`src/rtl/core/ils_pkg.sv`:
```
package ils_pkg;

	// Store geometry and fixed field widths.
	localparam int CAPACITY = 64;
	localparam int ADDR_W   = $clog2(CAPACITY);
	localparam int LEN_W    = 7;
	localparam int MODE_W   = 3;
	localparam int POS_W    = 7;
	localparam int DATA_W   = 32;
	localparam int STAT_W   = 2;
	localparam int PLAN_W   = 2;

	typedef logic [MODE_W-1:0]        mode_t;
	typedef logic [POS_W-1:0]         pos_t;
	typedef logic signed [DATA_W-1:0] data_t;
	typedef logic [STAT_W-1:0]        stat_code_t;
	typedef logic [LEN_W-1:0]         len_t;
	typedef logic [PLAN_W-1:0]        plan_t;

	// Command modes.
	localparam mode_t MODE_READ   = 3'd0;
	localparam mode_t MODE_HEAD   = 3'd1;
	localparam mode_t MODE_TAIL   = 3'd2;
	localparam mode_t MODE_INSERT = 3'd3;
	localparam mode_t MODE_DELETE = 3'd4;

	// Result status codes.
	localparam stat_code_t ST_DONE  = 2'd0;
	localparam stat_code_t ST_RANGE = 2'd1;
	localparam stat_code_t ST_FULL  = 2'd2;

	// Work planned for an accepted command.
	localparam plan_t PLAN_NONE = 2'd0;
	localparam plan_t PLAN_READ = 2'd1;
	localparam plan_t PLAN_UP   = 2'd2;
	localparam plan_t PLAN_DOWN = 2'd3;

	localparam len_t  CAP_LEN   = LEN_W'(CAPACITY);
	localparam data_t DATA_NEG1 = DATA_W'(-1);

	// Commands from the controller to the datapath.
	typedef struct packed {
		logic latch;
		logic rd_read;
		logic rd_up;
		logic rd_dn;
		logic wr_up;
		logic wr_dn;
		logic wr_place;
		logic dec_occ;
		logic load_rsp;
	} ils_ctrl_t;

	// Status from the datapath to the controller.
	typedef struct packed {
		plan_t plan;
		logic  up_more;
		logic  dn_more;
	} ils_stat_t;

endpackage

```
`src/rtl/core/ils_cmd_if.sv`:
```
interface ils_cmd_if;
	logic          valid;
	logic          ready;
	ils_pkg::mode_t mode;
	ils_pkg::pos_t  position;
	ils_pkg::data_t data_in;

	modport source (output valid, output mode, output position, output data_in, input ready);
	modport sink   (input valid, input mode, input position, input data_in, output ready);
endinterface

```
`src/rtl/core/ils_rsp_if.sv`:
```
interface ils_rsp_if;
	logic               valid;
	logic               ready;
	ils_pkg::data_t      data_out;
	ils_pkg::stat_code_t status;
	ils_pkg::len_t       length;

	modport source (output valid, output data_out, output status, output length, input ready);
	modport sink   (input valid, input data_out, input status, input length, output ready);
endinterface

```
`src/rtl/core/indexed_list_store_top.sv`:
```
// Channel   Role   Payload                          Transaction
// cmd       sink   mode, position, data_in          one list command
// rsp       source data_out, status, length         one result per command
//
// Each command is worked on alone until its result is registered. An insert at index p
// with n elements (head is p=0, tail is p=n) moves entries p..n-1 up, a delete at p moves
// the entries above p down, and reads and refused commands move none; the memory has one
// read and one write port, so each shifted entry costs a read and a write step. Reset
// clears only the size and handshake state, since entries at or above the size are never
// read. cmd stalls on rsp only when a second result is ready before the first is taken.
module indexed_list_store_top (
	input logic        clk,
	input logic        arst_n,
	ils_cmd_if.sink    cmd,
	ils_rsp_if.source  rsp
);
	import ils_pkg::*;

	ils_ctrl_t ctrl;
	ils_stat_t stat;

	// The controller sequences each command: plan, memory shift steps, final write or size
	// decrement, and the hand-off of the result into the output register.
	ils_ctrl u_ctrl (
		.clk      (clk),
		.arst_n   (arst_n),
		.in_valid (cmd.valid),
		.in_ready (cmd.ready),
		.out_ready(rsp.ready),
		.out_valid(rsp.valid),
		.stat     (stat),
		.ctrl     (ctrl)
	);

	// The datapath holds the size, the latched command, the element memory and
	// the result register.
	ils_dpath u_dpath (
		.clk     (clk),
		.arst_n  (arst_n),
		.ctrl    (ctrl),
		.stat    (stat),
		.mode    (cmd.mode),
		.position(cmd.position),
		.data_in (cmd.data_in),
		.data_out(rsp.data_out),
		.status  (rsp.status),
		.length  (rsp.length)
	);

endmodule

```
`src/rtl/core/ils_ram.sv`:
```
module ils_ram #(
	parameter int WIDTH = 32,
	parameter int DEPTH = 64
) (
	input  logic                     clk,
	input  logic                     we,
	input  logic [$clog2(DEPTH)-1:0] waddr,
	input  logic [WIDTH-1:0]         wdata,
	input  logic                     re,
	input  logic [$clog2(DEPTH)-1:0] raddr,
	output logic [WIDTH-1:0]         rdata
);

	logic [WIDTH-1:0] mem [DEPTH];

	always_ff @(posedge clk) begin
		if (we) begin
			mem[waddr] <= wdata;
		end
		if (re) begin
			rdata <= mem[raddr];
		end
	end

endmodule

```
`src/rtl/core/ils_ctrl.sv`:
```
module ils_ctrl (
	input  logic               clk,
	input  logic               arst_n,
	input  logic               in_valid,
	output logic               in_ready,
	input  logic               out_ready,
	output logic               out_valid,
	input  ils_pkg::ils_stat_t stat,
	output ils_pkg::ils_ctrl_t ctrl
);
	import ils_pkg::*;

	localparam logic [3:0] S_IDLE  = 4'd0;
	localparam logic [3:0] S_PLAN  = 4'd1;
	localparam logic [3:0] S_READ  = 4'd2;
	localparam logic [3:0] S_UP_RD = 4'd3;
	localparam logic [3:0] S_UP_WR = 4'd4;
	localparam logic [3:0] S_PLACE = 4'd5;
	localparam logic [3:0] S_DN_RD = 4'd6;
	localparam logic [3:0] S_DN_WR = 4'd7;
	localparam logic [3:0] S_DEL   = 4'd8;
	localparam logic [3:0] S_FIN   = 4'd9;

	logic [3:0] state_q;
	logic [3:0] state_nxt;
	logic       rsp_valid_q;

	always_comb begin
		ctrl      = '0;
		state_nxt = state_q;
		unique case (state_q)
			S_IDLE: begin
				if (in_valid) begin
					ctrl.latch = 1'b1;
					state_nxt  = S_PLAN;
				end
			end
			S_PLAN: begin
				unique case (stat.plan)
					PLAN_READ: state_nxt = S_READ;
					PLAN_UP:   state_nxt = S_UP_RD;
					PLAN_DOWN: state_nxt = S_DN_RD;
					default:   state_nxt = S_FIN;
				endcase
			end
			S_READ: begin
				ctrl.rd_read = 1'b1;
				state_nxt    = S_FIN;
			end
			S_UP_RD: begin
				if (stat.up_more) begin
					ctrl.rd_up = 1'b1;
					state_nxt  = S_UP_WR;
				end else begin
					state_nxt = S_PLACE;
				end
			end
			S_UP_WR: begin
				ctrl.wr_up = 1'b1;
				state_nxt  = S_UP_RD;
			end
			S_PLACE: begin
				ctrl.wr_place = 1'b1;
				state_nxt     = S_FIN;
			end
			S_DN_RD: begin
				if (stat.dn_more) begin
					ctrl.rd_dn = 1'b1;
					state_nxt  = S_DN_WR;
				end else begin
					state_nxt = S_DEL;
				end
			end
			S_DN_WR: begin
				ctrl.wr_dn = 1'b1;
				state_nxt  = S_DN_RD;
			end
			S_DEL: begin
				ctrl.dec_occ = 1'b1;
				state_nxt    = S_FIN;
			end
			S_FIN: begin
				if (!rsp_valid_q || out_ready) begin
					ctrl.load_rsp = 1'b1;
					state_nxt     = S_IDLE;
				end
			end
			default: state_nxt = S_IDLE;
		endcase
	end

	always_ff @(posedge clk or negedge arst_n) begin
		if (!arst_n) begin
			state_q     <= S_IDLE;
			rsp_valid_q <= 1'b0;
		end else begin
			state_q <= state_nxt;
			if (ctrl.load_rsp) begin
				rsp_valid_q <= 1'b1;
			end else if (out_ready) begin
				rsp_valid_q <= 1'b0;
			end
		end
	end

	assign in_ready  = (state_q == S_IDLE);
	assign out_valid = rsp_valid_q;

endmodule

```
`src/rtl/core/ils_dpath.sv`:
```
module ils_dpath (
	input  logic                clk,
	input  logic                arst_n,
	input  ils_pkg::ils_ctrl_t  ctrl,
	output ils_pkg::ils_stat_t  stat,
	input  ils_pkg::mode_t      mode,
	input  ils_pkg::pos_t       position,
	input  ils_pkg::data_t      data_in,
	output ils_pkg::data_t      data_out,
	output ils_pkg::stat_code_t status,
	output ils_pkg::len_t       length
);
	import ils_pkg::*;

	len_t       occ_q;
	plan_t      plan_q;
	stat_code_t code_q;
	logic       neg1_q;
	len_t       tgt_q;
	len_t       cursor_q;
	data_t      val_q;
	data_t      data_out_q;
	stat_code_t status_q;
	len_t       length_q;

	plan_t      p_plan;
	stat_code_t p_code;
	logic       p_neg1;
	len_t       p_tgt;
	len_t       p_cur;
	logic       full;
	len_t       pos_len;
	len_t       cur_dec;
	len_t       cur_inc;

	logic                    ram_we;
	logic                    ram_re;
	logic [ADDR_W-1:0]       ram_waddr;
	logic [ADDR_W-1:0]       ram_raddr;
	logic [DATA_W-1:0]       ram_wdata;
	logic [DATA_W-1:0]       ram_rdata;

	assign full    = (occ_q >= CAP_LEN);
	assign pos_len = LEN_W'(position);
	assign cur_dec = cursor_q - LEN_W'(1);
	assign cur_inc = cursor_q + LEN_W'(1);

	// Decide the work for the incoming command against the current size.
	always_comb begin
		p_plan = PLAN_NONE;
		p_code = ST_RANGE;
		p_neg1 = 1'b0;
		p_tgt  = pos_len;
		p_cur  = occ_q;
		unique case (mode)
			MODE_READ: begin
				if (pos_len < occ_q) begin
					p_plan = PLAN_READ;
					p_code = ST_DONE;
				end else begin
					p_neg1 = 1'b1;
				end
			end
			MODE_HEAD: begin
				p_tgt = '0;
				if (full) begin
					p_code = ST_FULL;
				end else begin
					p_plan = PLAN_UP;
					p_code = ST_DONE;
				end
			end
			MODE_TAIL: begin
				p_tgt = occ_q;
				if (full) begin
					p_code = ST_FULL;
				end else begin
					p_plan = PLAN_UP;
					p_code = ST_DONE;
				end
			end
			MODE_INSERT: begin
				if (pos_len > occ_q) begin
					p_code = ST_RANGE;
				end else if (full) begin
					p_code = ST_FULL;
				end else begin
					p_plan = PLAN_UP;
					p_code = ST_DONE;
				end
			end
			MODE_DELETE: begin
				p_cur = pos_len;
				if (pos_len < occ_q) begin
					p_plan = PLAN_DOWN;
					p_code = ST_DONE;
				end
			end
			default: p_code = ST_RANGE;
		endcase
	end

	always_ff @(posedge clk or negedge arst_n) begin
		if (!arst_n) begin
			occ_q <= '0;
		end else if (ctrl.wr_place) begin
			occ_q <= occ_q + LEN_W'(1);
		end else if (ctrl.dec_occ) begin
			occ_q <= occ_q - LEN_W'(1);
		end
	end

	always_ff @(posedge clk) begin
		if (ctrl.latch) begin
			plan_q   <= p_plan;
			code_q   <= p_code;
			neg1_q   <= p_neg1;
			tgt_q    <= p_tgt;
			cursor_q <= p_cur;
			val_q    <= data_in;
		end else if (ctrl.wr_up) begin
			cursor_q <= cur_dec;
		end else if (ctrl.wr_dn) begin
			cursor_q <= cur_inc;
		end
		if (ctrl.load_rsp) begin
			if (plan_q == PLAN_READ) begin
				data_out_q <= data_t'(ram_rdata);
			end else if (neg1_q) begin
				data_out_q <= DATA_NEG1;
			end else begin
				data_out_q <= '0;
			end
			status_q <= code_q;
			length_q <= occ_q;
		end
	end

	// Element memory: shifts go through it one entry per read and write pair.
	assign ram_re    = ctrl.rd_read | ctrl.rd_up | ctrl.rd_dn;
	assign ram_raddr = ctrl.rd_up ? cur_dec[ADDR_W-1:0] :
	                   ctrl.rd_dn ? cur_inc[ADDR_W-1:0] : tgt_q[ADDR_W-1:0];
	assign ram_we    = ctrl.wr_up | ctrl.wr_dn | ctrl.wr_place;
	assign ram_waddr = ctrl.wr_place ? tgt_q[ADDR_W-1:0] : cursor_q[ADDR_W-1:0];
	assign ram_wdata = ctrl.wr_place ? DATA_W'(val_q) : ram_rdata;

	ils_ram #(
		.WIDTH(DATA_W),
		.DEPTH(CAPACITY)
	) u_ram (
		.clk  (clk),
		.we   (ram_we),
		.waddr(ram_waddr),
		.wdata(ram_wdata),
		.re   (ram_re),
		.raddr(ram_raddr),
		.rdata(ram_rdata)
	);

	assign stat.plan    = plan_q;
	assign stat.up_more = (cursor_q > tgt_q);
	assign stat.dn_more = (cur_inc < occ_q);

	assign data_out = data_out_q;
	assign status   = status_q;
	assign length   = length_q;

endmodule
```
`src/flat_wrapper.sv`:
```
// flat-port wrapper written by rule: the top's interface ports become plain ports
module indexed_list_store_top_flat import ils_pkg::*;
  (clk, arst_n, cmd_valid, cmd_mode, cmd_position, cmd_data_in, cmd_ready, rsp_valid, rsp_data_out, rsp_status, rsp_length, rsp_ready);
  ils_cmd_if cmd_i ();
  ils_rsp_if rsp_i ();
  input logic clk;
  input logic arst_n;
  input wire logic [$bits(cmd_i.valid)-1:0] cmd_valid;
  input wire logic [$bits(cmd_i.mode)-1:0] cmd_mode;
  input wire logic [$bits(cmd_i.position)-1:0] cmd_position;
  input wire logic [$bits(cmd_i.data_in)-1:0] cmd_data_in;
  output wire logic [$bits(cmd_i.ready)-1:0] cmd_ready;
  output wire logic [$bits(rsp_i.valid)-1:0] rsp_valid;
  output wire logic [$bits(rsp_i.data_out)-1:0] rsp_data_out;
  output wire logic [$bits(rsp_i.status)-1:0] rsp_status;
  output wire logic [$bits(rsp_i.length)-1:0] rsp_length;
  input wire logic [$bits(rsp_i.ready)-1:0] rsp_ready;
  assign cmd_i.valid = cmd_valid;
  assign cmd_i.mode = cmd_mode;
  assign cmd_i.position = cmd_position;
  assign cmd_i.data_in = cmd_data_in;
  assign cmd_ready = cmd_i.ready;
  assign rsp_valid = rsp_i.valid;
  assign rsp_data_out = rsp_i.data_out;
  assign rsp_status = rsp_i.status;
  assign rsp_length = rsp_i.length;
  assign rsp_i.ready = rsp_ready;
  indexed_list_store_top u_core (.clk(clk), .arst_n(arst_n), .cmd(cmd_i), .rsp(rsp_i));
endmodule
```
`config.mk`:
```
export PLATFORM = sky130hd
export DESIGN_NAME = indexed_list_store_top_flat
export DESIGN_NICKNAME = d
export VERILOG_FILES = /design/src/rtl/core/ils_pkg.sv /design/src/rtl/core/ils_cmd_if.sv /design/src/rtl/core/ils_rsp_if.sv /design/src/rtl/core/indexed_list_store_top.sv /design/src/rtl/core/ils_ram.sv /design/src/rtl/core/ils_ctrl.sv /design/src/rtl/core/ils_dpath.sv /design/src/flat_wrapper.sv
export SDC_FILE = /design/constraint.sdc
export NUM_CORES = 2
export LEC_CHECK = 0
export BUFFER_PORTS_ARGS = -buffer_cell sky130_fd_sc_hd__buf_2
export CAP_MARGIN = 20
export CORE_MARGIN = 2
export CORE_UTILIZATION = 40
export CTS_BUF_LIST = sky130_fd_sc_hd__clkbuf_16
export CTS_CLUSTER_DIAMETER = 120
export DETAILED_ROUTE_END_ITERATION = 10
export SLEW_MARGIN = 20
export SYNTH_ARGS = -nofsm -noshare
export SYNTH_HDL_FRONTEND = slang
export SYNTH_SLANG_ARGS = --single-unit
```
`constraint.sdc`:
```
create_clock -name clk -period 7.1 [get_ports clk]
set_clock_uncertainty 0.2 [all_clocks]
set_input_delay 0.71 -clock clk [delete_from_list [all_inputs] [get_ports clk]]
set_output_delay 0.71 -clock clk [all_outputs]
set_load 0.03 [all_outputs]
```
==> out/qor.txt <==
FINAL LAYOUT
-----------------------------------------------------------------------------------------------
Final standard cell count with taps included and fillers excluded ................         9650
Share of final-layout standard cells stronger than drive strength 1 ..............        12.0%
Cell area after layout ...........................................................   101000 um2
Count of nets after finishing ....................................................         6673
Filler cell count ................................................................        19.1k
Fraction of the core area covered by cells at the end of the flow ................        46.0%
Synthesis-to-finish area growth ..................................................        14.5%

DETAILED ROUTING
-----------------------------------------------------------------------------------------------
Via total after detailed routing .................................................        57.0k
Routed via count divided by cell count ...........................................         5.91
Initial drt markers ..............................................................         8330
Routed Wire Length ...............................................................    278000 um
WL per Instance ..................................................................      28.8 um
DRC viols ........................................................................            0
First-pass DRT Iterations ........................................................            6
Count of antenna-violating nets left after detailed routing ......................            0

CLOCK NETWORK
-----------------------------------------------------------------------------------------------
Number of buffers added to fix hold violations after cts .........................           34
Clock tree from TritonCTS ........................................................         done
Clock Tree Root .................................................................. sky130_fd_sc_hd__clkbuf_16
CTS Buffer Depth .................................................................            3
H-tree levels ....................................................................            4
Post-CTS setup repair buffer count ...............................................            0
TritonCTS buffer count ...........................................................          211
Insertion delay to the later sink of the worst-skew pair .........................      0.87 ns
TritonCTS Sinks ..................................................................         2184
Number of gates resized after CTS ................................................            0
Clock input transition at the sequential cells of the worst setup and hold paths .      0.07 ns

YOSYS
-----------------------------------------------------------------------------------------------
Cell area after technology mapping ...............................................    88000 um2
Top_reg_cell synth ............................................................... sky130_fd_sc_hd__edfxtp_1
Count of unique library cells instantiated by Yosys ..............................           76
Flip-flop and latch count after synthesis ........................................         2184
Number of flops mapped to enable cells by yosys ..................................         2172
Instance count of the mapped netlist .............................................         6373
Synthesized Nets .................................................................         6448
Synthesized area per cell ........................................................     13.8 um2
Sequential cell area fraction in the yosys report ................................        74.5%
Warning count from the yosys run .................................................            0
Share of async-settable or async-resettable flops after synthesis ................       0.549%

WORST SETUP PATH
-----------------------------------------------------------------------------------------------
R2r worst-path depth .............................................................           12
Arrival time at the worst endpoint ...............................................      7.04 ns
Endpoint class of the critical path ..............................................     register
Worst setup path class ........................................................... register to register
Critical path fanouts, max .......................................................           35
Critical path required time ......................................................      7.51 ns
Startpoint type of the worst setup path ..........................................     register

POWER
-----------------------------------------------------------------------------------------------
Peak VDD IR ......................................................................     0.308 mV
Total power density per cell area ................................................   406 nW/um2
Internal cell power ..............................................................      25.9 mW
Share of power burned in registers ...............................................        40.7%
Switching portion of total power .................................................        36.8%
Sw power .........................................................................      15.0 mW
Gate power share .................................................................        32.5%
Clock network fraction of design power ...........................................        26.8%
Static leakage ...................................................................      34.8 nW

GLOBAL ROUTING
-----------------------------------------------------------------------------------------------
First-pass GRT wire length .......................................................    393000 um
Remaining Overflow, GRT ..........................................................            0
Via count of the first global-routing pass .......................................        53.0k
Pin count of the biggest net entering global routing .............................          100
Total track usage ................................................................        24.3%
Antenna violations before repair .................................................           21

DIE
-----------------------------------------------------------------------------------------------
Initial cell density of the core .................................................        40.2%
Die Height .......................................................................       473 um
Number of primary I/O pins .......................................................           89
Row count ........................................................................          172
CORE AREA ........................................................................   219000 um2
Die W ............................................................................       473 um
Die area .........................................................................   224000 um2

RUN STATUS
-----------------------------------------------------------------------------------------------
Outcome .......................................................................... complete, no violations

TIMING
-----------------------------------------------------------------------------------------------
Fmax .............................................................................      151 MHz
Relative slew slack ..............................................................        20.0%
Final critical-path share of the clock period ....................................        93.4%
Hold Fails Final Rpt .............................................................            0
Time the worst path needs with I/O delays and setup ..............................      6.63 ns
RSZ-0062 raised after global routing .............................................           no
TNS Setup ........................................................................         0 ns
Smallest setup slack after layout ................................................     0.468 ns
Transition at the pin with the smallest max-transition slack .....................      1.20 ns
Final count of pins violating max slew ...........................................            0
Setup-violating endpoint count in the final report ...............................            0

PLACEMENT
-----------------------------------------------------------------------------------------------
Number of I/O port buffers .......................................................           88
Worst setup slack before clock tree synthesis ....................................     0.580 ns
Cells after DPL ..................................................................         9221
Post-Place Cell Area .............................................................    93700 um2
Half-perimeter wire length after placement .......................................    171000 um
Routability Congestion ...........................................................        0.884

FLOW RUN
-----------------------------------------------------------------------------------------------
Max-Cap Viols ....................................................................            0

HOLD PATH
-----------------------------------------------------------------------------------------------
Worst min path class ............................................................. primary input to register
Worst hold path cell count .......................................................            3

-- final cells by class --
| class | instances | area (um2) | area share, % |
|---|---|---|---|
| Multi-Input combinational cell | 3657 | 21000 | 20.8 |
| Timing Repair Buffer | 418 | 3500 | 3.48 |
| Clock buffer | 214 | 5360 | 5.32 |
| Inverter | 126 | 473 | 0.470 |
| Antenna cell | 5 | 12.5 | 0.0124 |
| Sequential cell | 2184 | 65500 | 65.0 |
| Clock inverter | 175 | 1320 | 1.31 |
| Tap cell | 2871 | 3590 | 3.57 |
-- cell usage after synthesis, types with 12 or more instances --
library cell / count / area [um2]
sky130_fd_sc_hd__o2111ai_1: 26 / 228
sky130_fd_sc_hd__a22oi_1: 15 / 113
sky130_fd_sc_hd__a22o_1: 22 / 193
sky130_fd_sc_hd__mux2i_1: 327 / 3270
sky130_fd_sc_hd__buf_2: 149 / 746
sky130_fd_sc_hd__or4_1: 25 / 188
sky130_fd_sc_hd__nand2_1: 1512 / 5680
sky130_fd_sc_hd__o21ai_0: 60 / 300
sky130_fd_sc_hd__and3_1: 16 / 100
sky130_fd_sc_hd__nand3_1: 737 / 3690
sky130_fd_sc_hd__a311oi_1: 50 / 438
sky130_fd_sc_hd__a211oi_1: 267 / 2000
sky130_fd_sc_hd__edfxtp_1: 2172 / 65200
sky130_fd_sc_hd__nor2_1: 115 / 432
sky130_fd_sc_hd__clkbuf_1: 179 / 672
sky130_fd_sc_hd__buf_1: 66 / 248
sky130_fd_sc_hd__inv_1: 125 / 469
sky130_fd_sc_hd__a221oi_1: 13 / 114
sky130_fd_sc_hd__a2111oi_0: 12 / 105
sky130_fd_sc_hd__a21oi_1: 100 / 500
sky130_fd_sc_hd__a32oi_1: 40 / 350
sky130_fd_sc_hd__nand4_1: 31 / 194
sky130_fd_sc_hd__dfrtp_1: 12 / 300
sky130_fd_sc_hd__ha_1: 28 / 350
sky130_fd_sc_hd__nor3_1: 12 / 60.1
sky130_fd_sc_hd__a31oi_1: 75 / 469
sky130_fd_sc_hd__nand3b_1: 35 / 263
-- per-layer routing --
metal	track usage, %	routed length, um
met1	34.3	112000
met2	37.8	127000
met3	4.72	30500
met4	7.86	8740
met5	0	72
-- worst max-delay path, stage by stage (launching register included) --
cell and delay [ns]:
sky130_fd_sc_hd__edfxtp_1 0.61, sky130_fd_sc_hd__inv_1 0.25, sky130_fd_sc_hd__ha_1 0.48, sky130_fd_sc_hd__ha_1 0.33, sky130_fd_sc_hd__a31oi_1 0.13, sky130_fd_sc_hd__o21ai_2 0.60
sky130_fd_sc_hd__a21boi_4 0.43, sky130_fd_sc_hd__mux2i_4 0.92, sky130_fd_sc_hd__buf_4 0.51, sky130_fd_sc_hd__a311oi_1 0.15, sky130_fd_sc_hd__o21ai_0 0.48, sky130_fd_sc_hd__nand4_1 0.59
sky130_fd_sc_hd__or4_1 0.69
-- final timing paths --
path / startpoint / end / slack, ns
min reg2reg: u_core.u_dpath.code_q[0] / u_core.u_dpath.status[0] / 0.23
max in group asynchronous: arst_n / u_core.u_dpath.occ_q[0] / 6.35
max: u_core.u_dpath.cursor_q[0] / u_core.u_dpath.u_ram.rdata[13] / 0.47
max reg2reg: u_core.u_dpath.cursor_q[0] / u_core.u_dpath.u_ram.rdata[13] / 0.47
min: rsp_ready / u_core.u_ctrl.out_valid / 0.06
min in group asynchronous: arst_n / u_core.u_ctrl.state_q[2] / 0.07
-- sequential cells by signal, summed over array words and instances (netlist names) --
| register | flops |
|---|---|
| u_core.u_ctrl.out_valid | 1 |
| u_core.u_dpath.occ_q | 7 |
| u_core.u_dpath.val_q | 32 |
| u_core.u_dpath.u_ram.rdata | 32 |
| u_core.u_dpath.data_out | 32 |
| u_core.u_dpath.cursor_q | 7 |
| u_core.u_ctrl.state_q | 4 |
| u_core.u_dpath.code_q | 2 |
| u_core.u_dpath.u_ram.mem | 2048 |
| u_core.u_dpath.neg1_q | 1 |
| u_core.u_dpath.length | 7 |
| u_core.u_dpath.tgt_q | 7 |
| u_core.u_dpath.status | 2 |
| u_core.u_dpath.plan_q | 2 |
-- power by group through the flow --
stage / combinational [mW] / clock, mW / sequential [mW]
floorplan: 7.47 / 0 / 16.9
global placement: 12.9 / 0 / 16.9
detailed placement: 13.0 / 0 / 16.9
CTS: 13.1 / 11.0 / 16.6
global route: 14.1 / 11.5 / 16.7
finish: 13.3 / 10.9 / 16.6
-- metrics by stage --
step	hold slack, ns	power [mW]
2_1_floorplan	0.200	24.3
3_3_place_gp	0.222	29.8
3_5_place_dp	0.218	29.9
4_1_cts	0.00482	40.8
5_1_grt	0.0755	42.2
6_report	0.0607	40.9
-- cell families (layout without fill, tap and decap cells) --
group / Yosys count / after routing / synth area share, %
xor gates and xnor gates: 18 / 18 / 0.179
adders and majority gates: 29 / 29 / 0.421
other: 0 / 5 / 0
DFF: 2184 / 2184 / 74.5
buffers and inverters: 532 / 933 / 2.54
and+or+nand+nor: 2522 / 2522 / 12.4
muxes: 334 / 334 / 3.83
AOI/OAI and AO/OA: 754 / 754 / 6.19
-- placed cells by master, fill, tap and decap left out, drive strengths merged, types with 12 or more instances in the layout --
master       Yosys  final
clkbuf         179    214
clkinv           1    107
a31oi           75     75
a22oi           15     15
ha              28     28
o2111ai         26     26
a221oi          14     14
o21ai           64     64
nand3          737    737
bufinv           0     16
dfrtp           12     12
buf            227    384
and3            16     16
edfxtp        2172   2172
inv            125    175
a2111oi         12     12
nand3b          35     35
a211oi         267    267
dlygate4sd3      0     34
a21oi          102    102
nand2         1513   1513
a311oi          50     50
mux2i          328    328
nor3            13     13
nor2           117    117
a22o            22     22
nand4           31     31
or4             25     25
a32oi           40     40
Power figures use the tool's default switching activity.
